--- config.mk ---
export PLATFORM = sky130hd
export DESIGN_NAME = led_keyframe_fade_sequencer
export DESIGN_NICKNAME = d
export VERILOG_FILES = /design/src/rtl/lkf_pkg.sv /design/src/rtl/lkf_store.sv /design/src/rtl/lkf_blend_lane.sv /design/src/rtl/led_keyframe_fade_sequencer.sv
export SDC_FILE = /design/constraint.sdc
export NUM_CORES = 2
export LEC_CHECK = 0
export ABC_AREA = 1
export BUFFER_PORTS_ARGS = -buffer_cell sky130_fd_sc_hd__buf_2
export CAP_MARGIN = 0
export CELL_PAD_IN_SITES_DETAIL_PLACEMENT = 0
export CELL_PAD_IN_SITES_GLOBAL_PLACEMENT = 1
export CORE_MARGIN = 1
export CORE_UTILIZATION = 35
export CTS_BUF_LIST = sky130_fd_sc_hd__clkbuf_4 sky130_fd_sc_hd__clkbuf_8 sky130_fd_sc_hd__clkbuf_16
export CTS_CLUSTER_DIAMETER = 40
export DETAILED_ROUTE_END_ITERATION = 10
export GPL_TIMING_DRIVEN = 0
export PLACE_DENSITY = 0.73
export SYNTH_ARGS = -nofsm -noshare
export SYNTH_HDL_FRONTEND = slang
export SYNTH_SLANG_ARGS = --single-unit
--- constraint.sdc ---
create_clock -name clk -period 11.2 [get_ports clk]
set_clock_uncertainty 0.15 [all_clocks]
set_input_delay 1.68 -clock clk [delete_from_list [all_inputs] [get_ports clk]]
set_output_delay 1.68 -clock clk [all_outputs]
set_load 0.01 [all_outputs]
--- src/rtl/lkf_pkg.sv ---
`timescale 1ns / 1ps
// ----------------------------------------------------------------------------
// lkf_pkg
// Shared types and constants of the LED keyframe fade sequencer.
// ----------------------------------------------------------------------------
package lkf_pkg;

  localparam int LKF_RING_SLOTS = 10;

  localparam int LEVEL_W  = 8;
  localparam int FADE_W   = 16;
  localparam int TIME_W   = 32;
  localparam int QUEUED_W = 4;
  localparam int PROD_W   = LEVEL_W + FADE_W;

  // Serial blend: one multiplier bit per cycle, then one quotient bit per cycle.
  localparam int MUL_STEPS  = LEVEL_W;
  localparam int DIV_STEPS  = PROD_W;
  localparam int CALC_STEPS = MUL_STEPS + DIV_STEPS;
  localparam int STEP_W     = $clog2(CALC_STEPS);

  typedef enum logic {
    OP_TICK = 1'b0,
    OP_LOAD = 1'b1
  } op_t;

  typedef struct packed {
    logic [LEVEL_W-1:0] red;
    logic [LEVEL_W-1:0] green;
    logic [LEVEL_W-1:0] blue;
    logic [LEVEL_W-1:0] vibro;
    logic [FADE_W-1:0]  fade;
  } kf_t;

  typedef struct packed {
    logic start;
    logic mul_step;
    logic div_step;
  } lane_ctl_t;

endpackage

--- src/rtl/lkf_store.sv ---
`timescale 1ns / 1ps
// ----------------------------------------------------------------------------
// lkf_store
// Keyframe ring memory: one write port, two registered read ports.
// An entry never written reads as zeros.
// ----------------------------------------------------------------------------
module lkf_store
  import lkf_pkg::*;
#(
  parameter int RING_SLOTS = LKF_RING_SLOTS
) (
  input  logic                          clk,
  input  logic                          rst_n,
  input  logic                          wr_en,
  input  logic [$clog2(RING_SLOTS)-1:0] wr_addr,
  input  kf_t                           wr_data,
  input  logic [$clog2(RING_SLOTS)-1:0] rd_addr_a,
  input  logic [$clog2(RING_SLOTS)-1:0] rd_addr_b,
  output kf_t                           rd_data_a,
  output kf_t                           rd_data_b
);

  kf_t                  mem [RING_SLOTS];
  logic [RING_SLOTS-1:0] valid_r;
  kf_t                  rd_data_a_r;
  kf_t                  rd_data_b_r;

  always_ff @(posedge clk) begin
    if (!rst_n) begin
      valid_r <= '0;
    end else if (wr_en) begin
      valid_r[wr_addr] <= 1'b1;
    end
  end

  always_ff @(posedge clk) begin
    if (wr_en) begin
      mem[wr_addr] <= wr_data;
    end
  end

  always_ff @(posedge clk) begin
    rd_data_a_r <= valid_r[rd_addr_a] ? mem[rd_addr_a] : '0;
    rd_data_b_r <= valid_r[rd_addr_b] ? mem[rd_addr_b] : '0;
  end

  assign rd_data_a = rd_data_a_r;
  assign rd_data_b = rd_data_b_r;

endmodule

--- src/rtl/lkf_blend_lane.sv ---
`timescale 1ns / 1ps
// ----------------------------------------------------------------------------
// lkf_blend_lane
// Bit-serial (level * coef) / divisor: shift-add multiply, MSB first, then
// restoring division that shifts quotient bits into the same register.
// ----------------------------------------------------------------------------
module lkf_blend_lane
  import lkf_pkg::*;
(
  input  logic               clk,
  input  lane_ctl_t          ctl,
  input  logic [LEVEL_W-1:0] level_in,
  input  logic [FADE_W-1:0]  coef,
  input  logic [FADE_W-1:0]  divisor,
  output logic [LEVEL_W-1:0] quot
);

  logic [LEVEL_W-1:0] level_r;
  logic [PROD_W-1:0]  work_r;
  logic [FADE_W-1:0]  rem_r;
  logic [FADE_W:0]    trial;
  logic [FADE_W:0]    diff;
  logic               q_bit;
  logic [PROD_W-1:0]  addend;

  assign addend = level_r[LEVEL_W-1] ? {{(PROD_W-FADE_W){1'b0}}, coef} : '0;
  assign trial  = {rem_r, work_r[PROD_W-1]};
  assign diff   = trial - {1'b0, divisor};
  assign q_bit  = (trial >= {1'b0, divisor});

  always_ff @(posedge clk) begin
    if (ctl.start) begin
      level_r <= level_in;
      work_r  <= '0;
      rem_r   <= '0;
    end else if (ctl.mul_step) begin
      work_r  <= {work_r[PROD_W-2:0], 1'b0} + addend;
      level_r <= {level_r[LEVEL_W-2:0], 1'b0};
    end else if (ctl.div_step) begin
      // The partial remainder stays below the divisor, so 16 bits hold it.
      rem_r  <= q_bit ? diff[FADE_W-1:0] : trial[FADE_W-1:0];
      work_r <= {work_r[PROD_W-2:0], q_bit};
    end
  end

  assign quot = work_r[LEVEL_W-1:0];

endmodule

--- src/rtl/led_keyframe_fade_sequencer.sv ---
`timescale 1ns / 1ps
// ----------------------------------------------------------------------------
// led_keyframe_fade_sequencer
// Queues RGB and vibration keyframes and fades the LED levels between them.
// ----------------------------------------------------------------------------
// Usage:
//   The input channel takes one transaction at a time: a load (operation 1)
//   queues a keyframe in the ring, a tick (operation 0) carries the current
//   millisecond time and advances the fade. Every input transaction gives
//   exactly one output transaction with the shown levels, the number of
//   queued keyframes and a flag for a load dropped because the ring is full.
//   States: a load passes ST_LOAD, ST_FIN; a tick on an empty queue passes
//   ST_TICK_RD, ST_FIN; a tick that switches to the next keyframe passes
//   ST_TICK_RD, ST_TICK_EV, ST_FIN. A tick that blends adds ST_CALC (serial
//   multiply, then serial restoring division, six lanes in parallel) and
//   ST_SUM before ST_FIN. in_ready is high only while no transaction is in
//   work, so a new one is taken only after the last has left ST_FIN.
//   A finished result sits in the output register; the next input is taken
//   while it waits, and its own result holds until the receiver takes the
//   pending one.
//   Reset clears the ring, the queue and the shown levels to zero.
// ----------------------------------------------------------------------------
module led_keyframe_fade_sequencer
  import lkf_pkg::*;
#(
  parameter int RING_SLOTS = LKF_RING_SLOTS
) (
  input  logic                clk,
  input  logic                rst_n,
  input  logic                in_valid,
  output logic                in_ready,
  input  logic                in_operation,
  input  logic [TIME_W-1:0]   in_now_ms,
  input  logic [LEVEL_W-1:0]  in_key_red,
  input  logic [LEVEL_W-1:0]  in_key_green,
  input  logic [LEVEL_W-1:0]  in_key_blue,
  input  logic [LEVEL_W-1:0]  in_key_vibro,
  input  logic [FADE_W-1:0]   in_fade_ms,
  output logic                out_valid,
  input  logic                out_ready,
  output logic [LEVEL_W-1:0]  out_red,
  output logic [LEVEL_W-1:0]  out_green,
  output logic [LEVEL_W-1:0]  out_blue,
  output logic [LEVEL_W-1:0]  out_vibro,
  output logic [QUEUED_W-1:0] out_queued,
  output logic                out_load_dropped
);

  localparam int SLOT_W  = $clog2(RING_SLOTS);
  localparam int NUM_CH  = 3;

  typedef enum logic [6:0] {
    ST_IDLE    = 7'b0000001,
    ST_LOAD    = 7'b0000010,
    ST_TICK_RD = 7'b0000100,
    ST_TICK_EV = 7'b0001000,
    ST_CALC    = 7'b0010000,
    ST_SUM     = 7'b0100000,
    ST_FIN     = 7'b1000000
  } state_t;

  state_t              state_r, state_nxt;
  logic [SLOT_W-1:0]   write_r;
  logic [SLOT_W-1:0]   play_r;
  logic [SLOT_W-1:0]   pend_r;
  logic [TIME_W-1:0]   last_r;
  logic [LEVEL_W-1:0]  shown_r [4];
  logic                drop_r;
  logic [STEP_W-1:0]   step_r;
  logic                out_valid_r;

  op_t                 op_r;
  logic [TIME_W-1:0]   now_r;
  kf_t                 key_r;
  logic [FADE_W-1:0]   coef_a_r;
  logic [FADE_W-1:0]   coef_b_r;
  logic [FADE_W-1:0]   period_r;
  logic [LEVEL_W-1:0]  out_lvl_r [4];
  logic [QUEUED_W-1:0] out_queued_r;
  logic                out_drop_r;

  logic [SLOT_W-1:0]   write_next;
  logic [SLOT_W-1:0]   play_next;
  logic [SLOT_W-1:0]   play_prev;
  logic                ring_full;
  logic                in_fire;
  logic                out_free;
  logic [TIME_W-1:0]   elapsed;
  logic                do_switch;
  kf_t                 kf_next;
  kf_t                 kf_cur;
  lane_ctl_t           lane_ctl;
  logic [SLOT_W+QUEUED_W-1:0] pend_ext;

  logic [LEVEL_W-1:0]  from_lvl [NUM_CH];
  logic [LEVEL_W-1:0]  to_lvl   [NUM_CH];
  logic [LEVEL_W-1:0]  part_a   [NUM_CH];
  logic [LEVEL_W-1:0]  part_b   [NUM_CH];

  assign in_ready   = (state_r == ST_IDLE);
  assign in_fire    = in_valid && in_ready;
  assign out_free   = !out_valid_r || out_ready;

  assign write_next = (write_r == SLOT_W'(RING_SLOTS - 1)) ? '0 : write_r + 1'b1;
  assign play_next  = (play_r == SLOT_W'(RING_SLOTS - 1)) ? '0 : play_r + 1'b1;
  assign play_prev  = (play_r == '0) ? SLOT_W'(RING_SLOTS - 1) : play_r - 1'b1;
  assign ring_full  = (pend_r == SLOT_W'(RING_SLOTS - 1));

  assign elapsed    = now_r - last_r;
  assign do_switch  = ({{(TIME_W-FADE_W){1'b0}}, kf_next.fade} <= elapsed);

  lkf_store #(
    .RING_SLOTS(RING_SLOTS)
  ) u_store (
    .clk       (clk),
    .rst_n     (rst_n),
    .wr_en     ((state_r == ST_LOAD) && !ring_full),
    .wr_addr   (write_r),
    .wr_data   (key_r),
    .rd_addr_a (play_r),
    .rd_addr_b (play_prev),
    .rd_data_a (kf_next),
    .rd_data_b (kf_cur)
  );

  always_comb begin
    lane_ctl.start    = (state_r == ST_TICK_EV) && !do_switch;
    lane_ctl.mul_step = (state_r == ST_CALC) && (step_r < STEP_W'(MUL_STEPS));
    lane_ctl.div_step = (state_r == ST_CALC) && !(step_r < STEP_W'(MUL_STEPS));
  end

  assign from_lvl[0] = kf_cur.red;
  assign from_lvl[1] = kf_cur.green;
  assign from_lvl[2] = kf_cur.blue;
  assign to_lvl[0]   = kf_next.red;
  assign to_lvl[1]   = kf_next.green;
  assign to_lvl[2]   = kf_next.blue;

  // Per channel: from * (period - elapsed) / period and to * elapsed / period.
  for (genvar ch = 0; ch < NUM_CH; ch++) begin : g_ch
    lkf_blend_lane u_lane_from (
      .clk      (clk),
      .ctl      (lane_ctl),
      .level_in (from_lvl[ch]),
      .coef     (coef_a_r),
      .divisor  (period_r),
      .quot     (part_a[ch])
    );
    lkf_blend_lane u_lane_to (
      .clk      (clk),
      .ctl      (lane_ctl),
      .level_in (to_lvl[ch]),
      .coef     (coef_b_r),
      .divisor  (period_r),
      .quot     (part_b[ch])
    );
  end

  always_comb begin
    state_nxt = state_r;
    case (state_r)
      ST_IDLE: begin
        if (in_fire) begin
          state_nxt = (in_operation == OP_LOAD) ? ST_LOAD : ST_TICK_RD;
        end
      end
      ST_LOAD:    state_nxt = ST_FIN;
      ST_TICK_RD: state_nxt = (pend_r == '0) ? ST_FIN : ST_TICK_EV;
      ST_TICK_EV: state_nxt = do_switch ? ST_FIN : ST_CALC;
      ST_CALC: begin
        if (step_r == STEP_W'(CALC_STEPS - 1)) begin
          state_nxt = ST_SUM;
        end
      end
      ST_SUM: state_nxt = ST_FIN;
      ST_FIN: begin
        if (out_free) begin
          state_nxt = ST_IDLE;
        end
      end
      default: state_nxt = ST_IDLE;
    endcase
  end

  always_ff @(posedge clk) begin
    if (!rst_n) begin
      state_r     <= ST_IDLE;
      write_r     <= '0;
      play_r      <= '0;
      pend_r      <= '0;
      last_r      <= '0;
      shown_r     <= '{default: '0};
      drop_r      <= 1'b0;
      step_r      <= '0;
      out_valid_r <= 1'b0;
    end else begin
      state_r <= state_nxt;
      case (state_r)
        ST_LOAD: begin
          drop_r <= ring_full;
          if (!ring_full) begin
            write_r <= write_next;
            pend_r  <= pend_r + 1'b1;
          end
        end
        ST_TICK_RD: begin
          drop_r <= 1'b0;
          step_r <= '0;
        end
        ST_TICK_EV: begin
          if (do_switch) begin
            shown_r[0] <= kf_next.red;
            shown_r[1] <= kf_next.green;
            shown_r[2] <= kf_next.blue;
            shown_r[3] <= kf_next.vibro;
            pend_r     <= pend_r - 1'b1;
            play_r     <= play_next;
            last_r     <= now_r;
          end
        end
        ST_CALC: begin
          step_r <= step_r + 1'b1;
        end
        ST_SUM: begin
          for (int ch = 0; ch < NUM_CH; ch++) begin
            shown_r[ch] <= part_a[ch] + part_b[ch];
          end
        end
        default: begin
        end
      endcase

      if ((state_r == ST_FIN) && out_free) begin
        out_valid_r <= 1'b1;
      end else if (out_ready) begin
        out_valid_r <= 1'b0;
      end
    end
  end

  assign pend_ext = {{QUEUED_W{1'b0}}, pend_r};

  always_ff @(posedge clk) begin
    if (in_fire) begin
      op_r  <= op_t'(in_operation);
      now_r <= in_now_ms;
      key_r <= '{red: in_key_red, green: in_key_green, blue: in_key_blue,
                 vibro: in_key_vibro, fade: in_fade_ms};
    end
    if (state_r == ST_TICK_EV) begin
      // Used only for a blend, where elapsed is below the 16-bit period.
      coef_a_r <= kf_next.fade - elapsed[FADE_W-1:0];
      coef_b_r <= elapsed[FADE_W-1:0];
      period_r <= kf_next.fade;
    end
    if ((state_r == ST_FIN) && out_free) begin
      out_lvl_r    <= shown_r;
      out_queued_r <= pend_ext[QUEUED_W-1:0];
      out_drop_r   <= drop_r && (op_r == OP_LOAD);
    end
  end

  assign out_valid        = out_valid_r;
  assign out_red          = out_lvl_r[0];
  assign out_green        = out_lvl_r[1];
  assign out_blue         = out_lvl_r[2];
  assign out_vibro        = out_lvl_r[3];
  assign out_queued       = out_queued_r;
  assign out_load_dropped = out_drop_r;

endmodule
After elaboration in Yosys (flattened, before gate mapping)
Memories as Yosys holds them, arrays and structs flattened. A register that Yosys moved wholly into a read port is not among the register bits.
Index checks and enable logic that the tools add are counted.
{"block": "word_totals", "output_inout_bits": 39, "n_memories": 1, "ramBits": 480, "ff_bits": 554, "wordCells": 196, "input_bits": 85}
{"block": "op_classes", "n_reduce_logical": 31, "magnitude_cmp": 12, "addsub": 23, "n_eq_ne": 16, "n_mux": 63, "n_bitwise": 3}
{"memory": "u_store.mem", "depth": 10, "width": 48, "read_ports": 2, "rd_clocked_by_memory_dff": 2, "write_ports": 1, "line": "lkf_store.sv:23", "rtl": "kf_t mem [RING_SLOTS];"}
{"operator": "$mux 24", "count": 12}
{"operator": "$mux 16", "count": 12}
{"operator": "$add 24x24->24", "count": 6}
{"operator": "$sub 16x16->16", "count": 7}
{"operator": "$ge 17x16->1", "count": 6}
{"operator": "$mux 8", "count": 12}
{"operator": "$pmux 24 s2", "count": 1}
{"operator": "$pmux 7 s6", "count": 1}
{"operator": "$mux 7", "count": 5}
{"operator": "$le 16x32->1", "count": 1}
{"operator": "$mux 32", "count": 1}
{"operator": "$sub 32x32->32", "count": 1}
{"operator": "$add 8x8->8", "count": 3}
{"operator": "$mux 4", "count": 5}
{"operator": "$lt 4x5->1 const B", "count": 3}
{"operator": "$reduce_bool 2->1", "count": 7}
{"operator": "$add 4x1->4 const B", "count": 3}
{"operator": "$eq 4x4->1 const B", "count": 3}
{"operator": "$or 10x10->10", "count": 1}
{"operator": "$pmux 5 s2", "count": 1}
{"operator": "$bmux 1 s4", "count": 2}
{"operator": "$logic_and 1x1->1", "count": 8}
{"operator": "$logic_not 4->1", "count": 2}
{"operator": "$pmux 4 s2", "count": 1}
{"operator": "other kinds (24)", "count": 44}

Longest topological paths before layout
{"block": "logic_depth", "ltp_word": 5, "depth_mapped": 32, "depth_no_buf": 30}

Hierarchy
A second synthesis with hierarchy kept.
{"block": "unflattened", "cells_unflattened": 9264, "hier_area_um2": 68391.8}
{"module": "lkf_store", "cells_each": 3238, "n_inst": 1, "area_per_inst_um2": 28076.9, "seq_area_each_um2": 16535.9}
{"module": "lkf_blend_lane at g_ch[0].u_lane_from ...", "cells_each": 741, "n_inst": 5, "area_per_inst_um2": 4448.0, "seq_area_each_um2": 1041.0}
{"module": "led_keyframe_fade_sequencer", "cells_each": 1576, "n_inst": 1, "area_per_inst_um2": 13534.2, "seq_area_each_um2": 6786.5}
{"module": "lkf_blend_lane at g_ch[2].u_lane_to", "cells_each": 745, "n_inst": 1, "area_per_inst_um2": 4540.6, "seq_area_each_um2": 1041.0}

Worst setup path before layout
No wires, ideal clock.
{"block": "synth_timing", "path_type": "reg2reg", "start": "reg state_r[4]", "end": "mem u_store.mem[1][0] in the netlist's numbering, enable pin", "setup_ns": 0.516, "synth_period_minus_slack_ns": 5.373, "setup_slack_ns": 5.827, "path_buffers": 0, "required_time_ns": 10.534, "arrival_time_ns": 4.708, "path_stages_with_launch": 10, "path_cell_list": "dfxtp_1 -> nor2_1 -> nand2_1 -> inv_1 -> nand4_1 -> nor2_1 -> inv_1 -> nor2_1 -> inv_1 -> nor3_1"}
{"block": "synth_via", "elab_chain_len": 4}
{"item": "start, declared", "line": "led_keyframe_fade_sequencer.sv:62", "rtl": "state_t state_r, state_nxt;"}
{"item": "start signal, assigned", "line": "led_keyframe_fade_sequencer.sv:197", "rtl": "state_r <= state_nxt;"}
{"item": "$eq 7x2->1", "line": "led_keyframe_fade_sequencer.sv:117", "rtl": ".wr_en ((state_r == ST_LOAD) && !ring_full),"}
{"item": "$logic_and 1x1->1", "line": "led_keyframe_fade_sequencer.sv:117"}
{"item": "$mux 1", "line": "lkf_store.sv:37", "rtl": "if (wr_en) begin"}
{"item": "$mux 1 (not written as such)", "line": "lkf_store.sv:38", "rtl": "mem[wr_addr] <= wr_data;"}
{"item": "end, declared", "line": "lkf_store.sv:23"}
Every way passes these cells.

Worst setup path in the final report
{"block": "layout_timing", "start": "reg now_r[0]", "end": "reg g_ch[2].u_lane_from.level_r[2], enable pin"}
{"block": "layout_via", "elab_chain_len": 5}
{"item": "start, declared", "line": "led_keyframe_fade_sequencer.sv:73", "rtl": "logic [TIME_W-1:0] now_r;"}
{"item": "start signal, assigned", "line": "led_keyframe_fade_sequencer.sv:246", "rtl": "now_r <= in_now_ms;"}
{"item": "$sub 32x32->32", "line": "led_keyframe_fade_sequencer.sv:109", "rtl": "assign elapsed = now_r - last_r;"}
{"item": "named net elapsed[14]", "line": "led_keyframe_fade_sequencer.sv:88", "rtl": "logic [TIME_W-1:0] elapsed;"}
{"item": "$le 16x32->1", "line": "led_keyframe_fade_sequencer.sv:110", "rtl": "assign do_switch = ({{(TIME_W-FADE_W){1'b0}}, kf_next.fade} <= elapsed);"}
{"item": "$logic_not 1->1", "line": "led_keyframe_fade_sequencer.sv:127", "rtl": "lane_ctl.start = (state_r == ST_TICK_EV) && !do_switch;"}
{"item": "$logic_and 1x1->1", "line": "led_keyframe_fade_sequencer.sv:127"}
{"item": "$reduce_bool 2->1 (no line)"}
{"item": "end signal, assigned", "line": "lkf_blend_lane.sv:33", "rtl": "level_r <= level_in;"}
{"item": "end signal, assigned", "line": "lkf_blend_lane.sv:38", "rtl": "level_r <= {level_r[LEVEL_W-2:0], 1'b0};"}
{"item": "end, declared", "line": "lkf_blend_lane.sv:18", "rtl": "logic [LEVEL_W-1:0] level_r;"}
The timed path passes the listed nets, and every way through them passes these cells.
A chain may end at the register's enable or synchronous reset.

==> flow_metrics.env <==
export IMPL_status="finished, final reports clean"
export IMPL_post_cts_buffers=0
export IMPL_final_common_cell="nand2_1"
export IMPL_intPower_mw=8.12
export IMPL_grt_max_degree=59
export IMPL_wl_per_cell_um=21.0
export IMPL_clkPwrFrac_pct=54.4
export IMPL_num_vias=49400
export IMPL_cts_buffers=178
export IMPL_port_buffers=123
export IMPL_worst_r2r_setup_slack_ns=4.71
export IMPL_cp_end_kind="flop"
export IMPL_drv_slew=0
export IMPL_fmax_ghz=0.154
export IMPL_antenna_found_initial=5
export IMPL_cts_tree="yes"
export IMPL_synth_simple_area_share_pct=18.3
export IMPL_nFillCells=16200
export IMPL_drtPass1Iterations=6
export IMPL_synth_mux_area_share_pct=0.571
export IMPL_hold_violations=0
export IMPL_synth_edf_count=694
export IMPL_fp_dieH_um=409
export IMPL_postSynthNetCount=7141
export IMPL_power_mw=10.7
export IMPL_synthTopCellsByArea="edfxtp_1 (36%), dfxtp_1 (14%), nand2_1 (11%), inv_1 (6.0%), ha_1 (5.6%)"
export IMPL_grt_use_total_pct=23.2
export IMPL_grt_pass1_wl_um=293000
export IMPL_slew_headroom_pct=8.43
export IMPL_power_frac_seq_pct=41.9
export IMPL_cp_max_fo=26
export IMPL_p_sw_mw=2.56
export IMPL_power_density_mw_per_mm2=156
export IMPL_dp_cells=9116
export IMPL_final_nets=7482
export IMPL_avgSynthCellArea_um2=8.54
export IMPL_cts_root_buffer="clkbuf_16"
export IMPL_ys_ff_latch=1106
export IMPL_fin_cells=9455
export IMPL_grt_pass1_vias=46700
export IMPL_clockBufferDepth=3
export IMPL_synth_xor_area_share_pct=2.48
export IMPL_post_cts_resized=0
export IMPL_overflow=0
export IMPL_core_area_mm2=0.164
export IMPL_cp_start_kind="flop"
export IMPL_timing_hold_ws_ns=0.278
export IMPL_post_route_util_pct=41.9
export IMPL_drive_gt1_share_pct=8.79
export IMPL_ios=124
export IMPL_pre_cts_slack_ns=4.73
export IMPL_cts_clk_slew_worst_paths_ns=0.06
export IMPL_syn_inst=6780
export IMPL_initial_core_util_pct=35.4
export IMPL_worstPathRequired_ns=11.61
export IMPL_p_leak_nw=29.9
export IMPL_finalCriticalPeriod_ns=6.49
export IMPL_synth_ff_type="edfxtp_1"
export IMPL_async_flop_share_pct=0
export IMPL_fin_crit_sh_pct=57.9
export IMPL_yosys_warnings=0
export IMPL_maxCapViolations=0
export IMPL_drt_iter0_markers=4545
export IMPL_area_growth_synth_to_final_pct=18.3
export IMPL_htree_levels=4
export IMPL_yosys_area_top_type="edfxtp_1"
export IMPL_synth_compound_area_share_pct=13.9
export IMPL_synth_cell_type_count=59
export IMPL_crit_path_frequent_cell="nand2_1"
export IMPL_cp_arrival_ns=6.90
export IMPL_combPwrFrac_pct=3.7
export IMPL_regArea_mm2=0.0291
export IMPL_die_x_um=409
export IMPL_cts_hold_buffers=0
export IMPL_p_sw_share_pct=23.9
export IMPL_dpl_hpwl_um=145000
export IMPL_dpl_instance_area_mm2=0.0619
export IMPL_synth_top_family_by_area="simple AND/OR/NAND/NOR gates"
export IMPL_clk_latency_ns=0.85
export IMPL_synth_area_mm2=0.0579
export IMPL_slowest_delay_ns=0.55
export IMPL_setup_viol=0
export IMPL_wl_um=198000
export IMPL_tns_ns=0
export IMPL_vdd_ir_drop_worst_uv=135
export IMPL_synth_adder_area_share_pct=6.20
export IMPL_final_cell_area_mm2=0.0684
export IMPL_finalWorstSetupSlack_ns=4.71
export IMPL_rsz0062_at_grt="no"
export IMPL_multi_input_area_mm2=0.0241
export IMPL_yosysTopAreaCellShare_pct=36.0
export IMPL_antenna_left=0
export IMPL_path_class="reg -> reg"
export IMPL_die_area_mm2=0.167
export IMPL_drc=0
export IMPL_tightest_slew_ns=1.37
export IMPL_rows=148
export IMPL_yosysSeqAreaShare_pct=50.3
export IMPL_globalplace_congestion=0.917
export IMPL_via_per_inst=5.23
export IMPL_holdCritPathClass="reg -> reg"
export IMPL_final_cell_mix="nand2_1 (1,655), inv_1 (930), edfxtp_1 (694), o21ai_0 (493), dfxtp_1 (412)"
export IMPL_cp_slowest_cell="nand2_2"
export IMPL_clock_sinks=1106
## state kept, by name, summed over array words and instances, names as in the netlist, 8 cells and up
signal	flops
out_blue	8
shown_r	32
g_ch.u_lane_to.work_r	72
key_r	48
g_ch.u_lane_to.level_r	24
out_vibro	8
coef_b_r	16
g_ch.u_lane_from.work_r	72
now_r	32
u_store.rd_data_a	48
g_ch.u_lane_to.rem_r	48
g_ch.u_lane_from.rem_r	48
out_red	8
out_green	8
last_r	32
coef_a_r	16
u_store.rd_data_b	24
period_r	16
u_store.valid_r	10
g_ch.u_lane_from.level_r	24
u_store.mem	480
## worst max-delay path: cells and delay by family, from the launching register on
family | cells | cell delay [ns]
simple gates | 18 | 2.40
buf+inv | 7 | 1.78
fa+ha+maj | 3 | 1.05
compound gates | 1 | 0.11
xor+xnor | 1 | 0.29
flops | 1 | 0.32
## kinds of logic after synthesis
family / Yosys count
AND/OR/NAND/NOR: 2597
AO/OA/AOI/OAI: 1359
buffers and inverters: 1245
flip-flops: 1106
adder cells (fa/ha/maj): 276
XOR/XNOR: 164
multiplexers: 33
## path summary, 6_finish.rpt
| path | startpoint | end | cells after the start |
|---|---|---|---|
| setup reg to reg | now_r[0]$_DFFE_PP_ | g_ch[2].u_lane_from.level_r[2]$_DFFE_PP_ | 30 |
| hold / removal | shown_r[23]$_SDFFE_PN0P_ | out_green[7]$_DFFE_PP_ | 0 |
| setup / recovery | now_r[0]$_DFFE_PP_ | g_ch[2].u_lane_from.level_r[2]$_DFFE_PP_ | 30 |
| hold reg to reg | shown_r[23]$_SDFFE_PN0P_ | out_green[7]$_DFFE_PP_ | 0 |
## Yosys cell counts (all sizes together), types with 25 or more instances
master / count
xor2: 85
xnor2: 79
o221ai: 27
o22ai: 64
ha: 258
edfxtp: 694
a31oi: 78
a21oi: 354
nor3: 46
buf: 103
nor2: 414
inv: 949
o211ai: 92
nand2: 1663
nand4: 42
clkbuf: 190
a22oi: 98
dfxtp: 412
a311oi: 26
nand3: 389
o21ai: 505
o21a: 25
mux2i: 33
## layout make-up
class / instances / share of cell area [%]
flip-flops and latches: 1106 / 42.5
multi-input cells: 4429 / 35.1
clock buffers: 210 / 7.05
inverters: 952 / 5.23
well taps: 2175 / 3.98
clock inverters: 126 / 2.42
repair buffers: 161 / 1.86
plain buffers: 293 / 1.81
diodes: 3 / 0.0110
## layer usage
layer	GRT usage, %	wire, um
met4	9.78	8130
met5	0	12
met2	36.9	89300
met1	31.3	86400
met3	3.73	14500
## power groups by stage
stage / Sequential, mW / Clock (mW) / Combinational, mW
floorplan: 4.52 / 0 / 0.269
global placement: 4.56 / 0 / 0.381
CTS: 4.48 / 5.89 / 0.392
detailed placement: 4.56 / 0 / 0.390
global route: 4.48 / 6.07 / 0.446
finish: 4.48 / 5.81 / 0.391
Note: power is estimated with default switching activity, not from simulation.
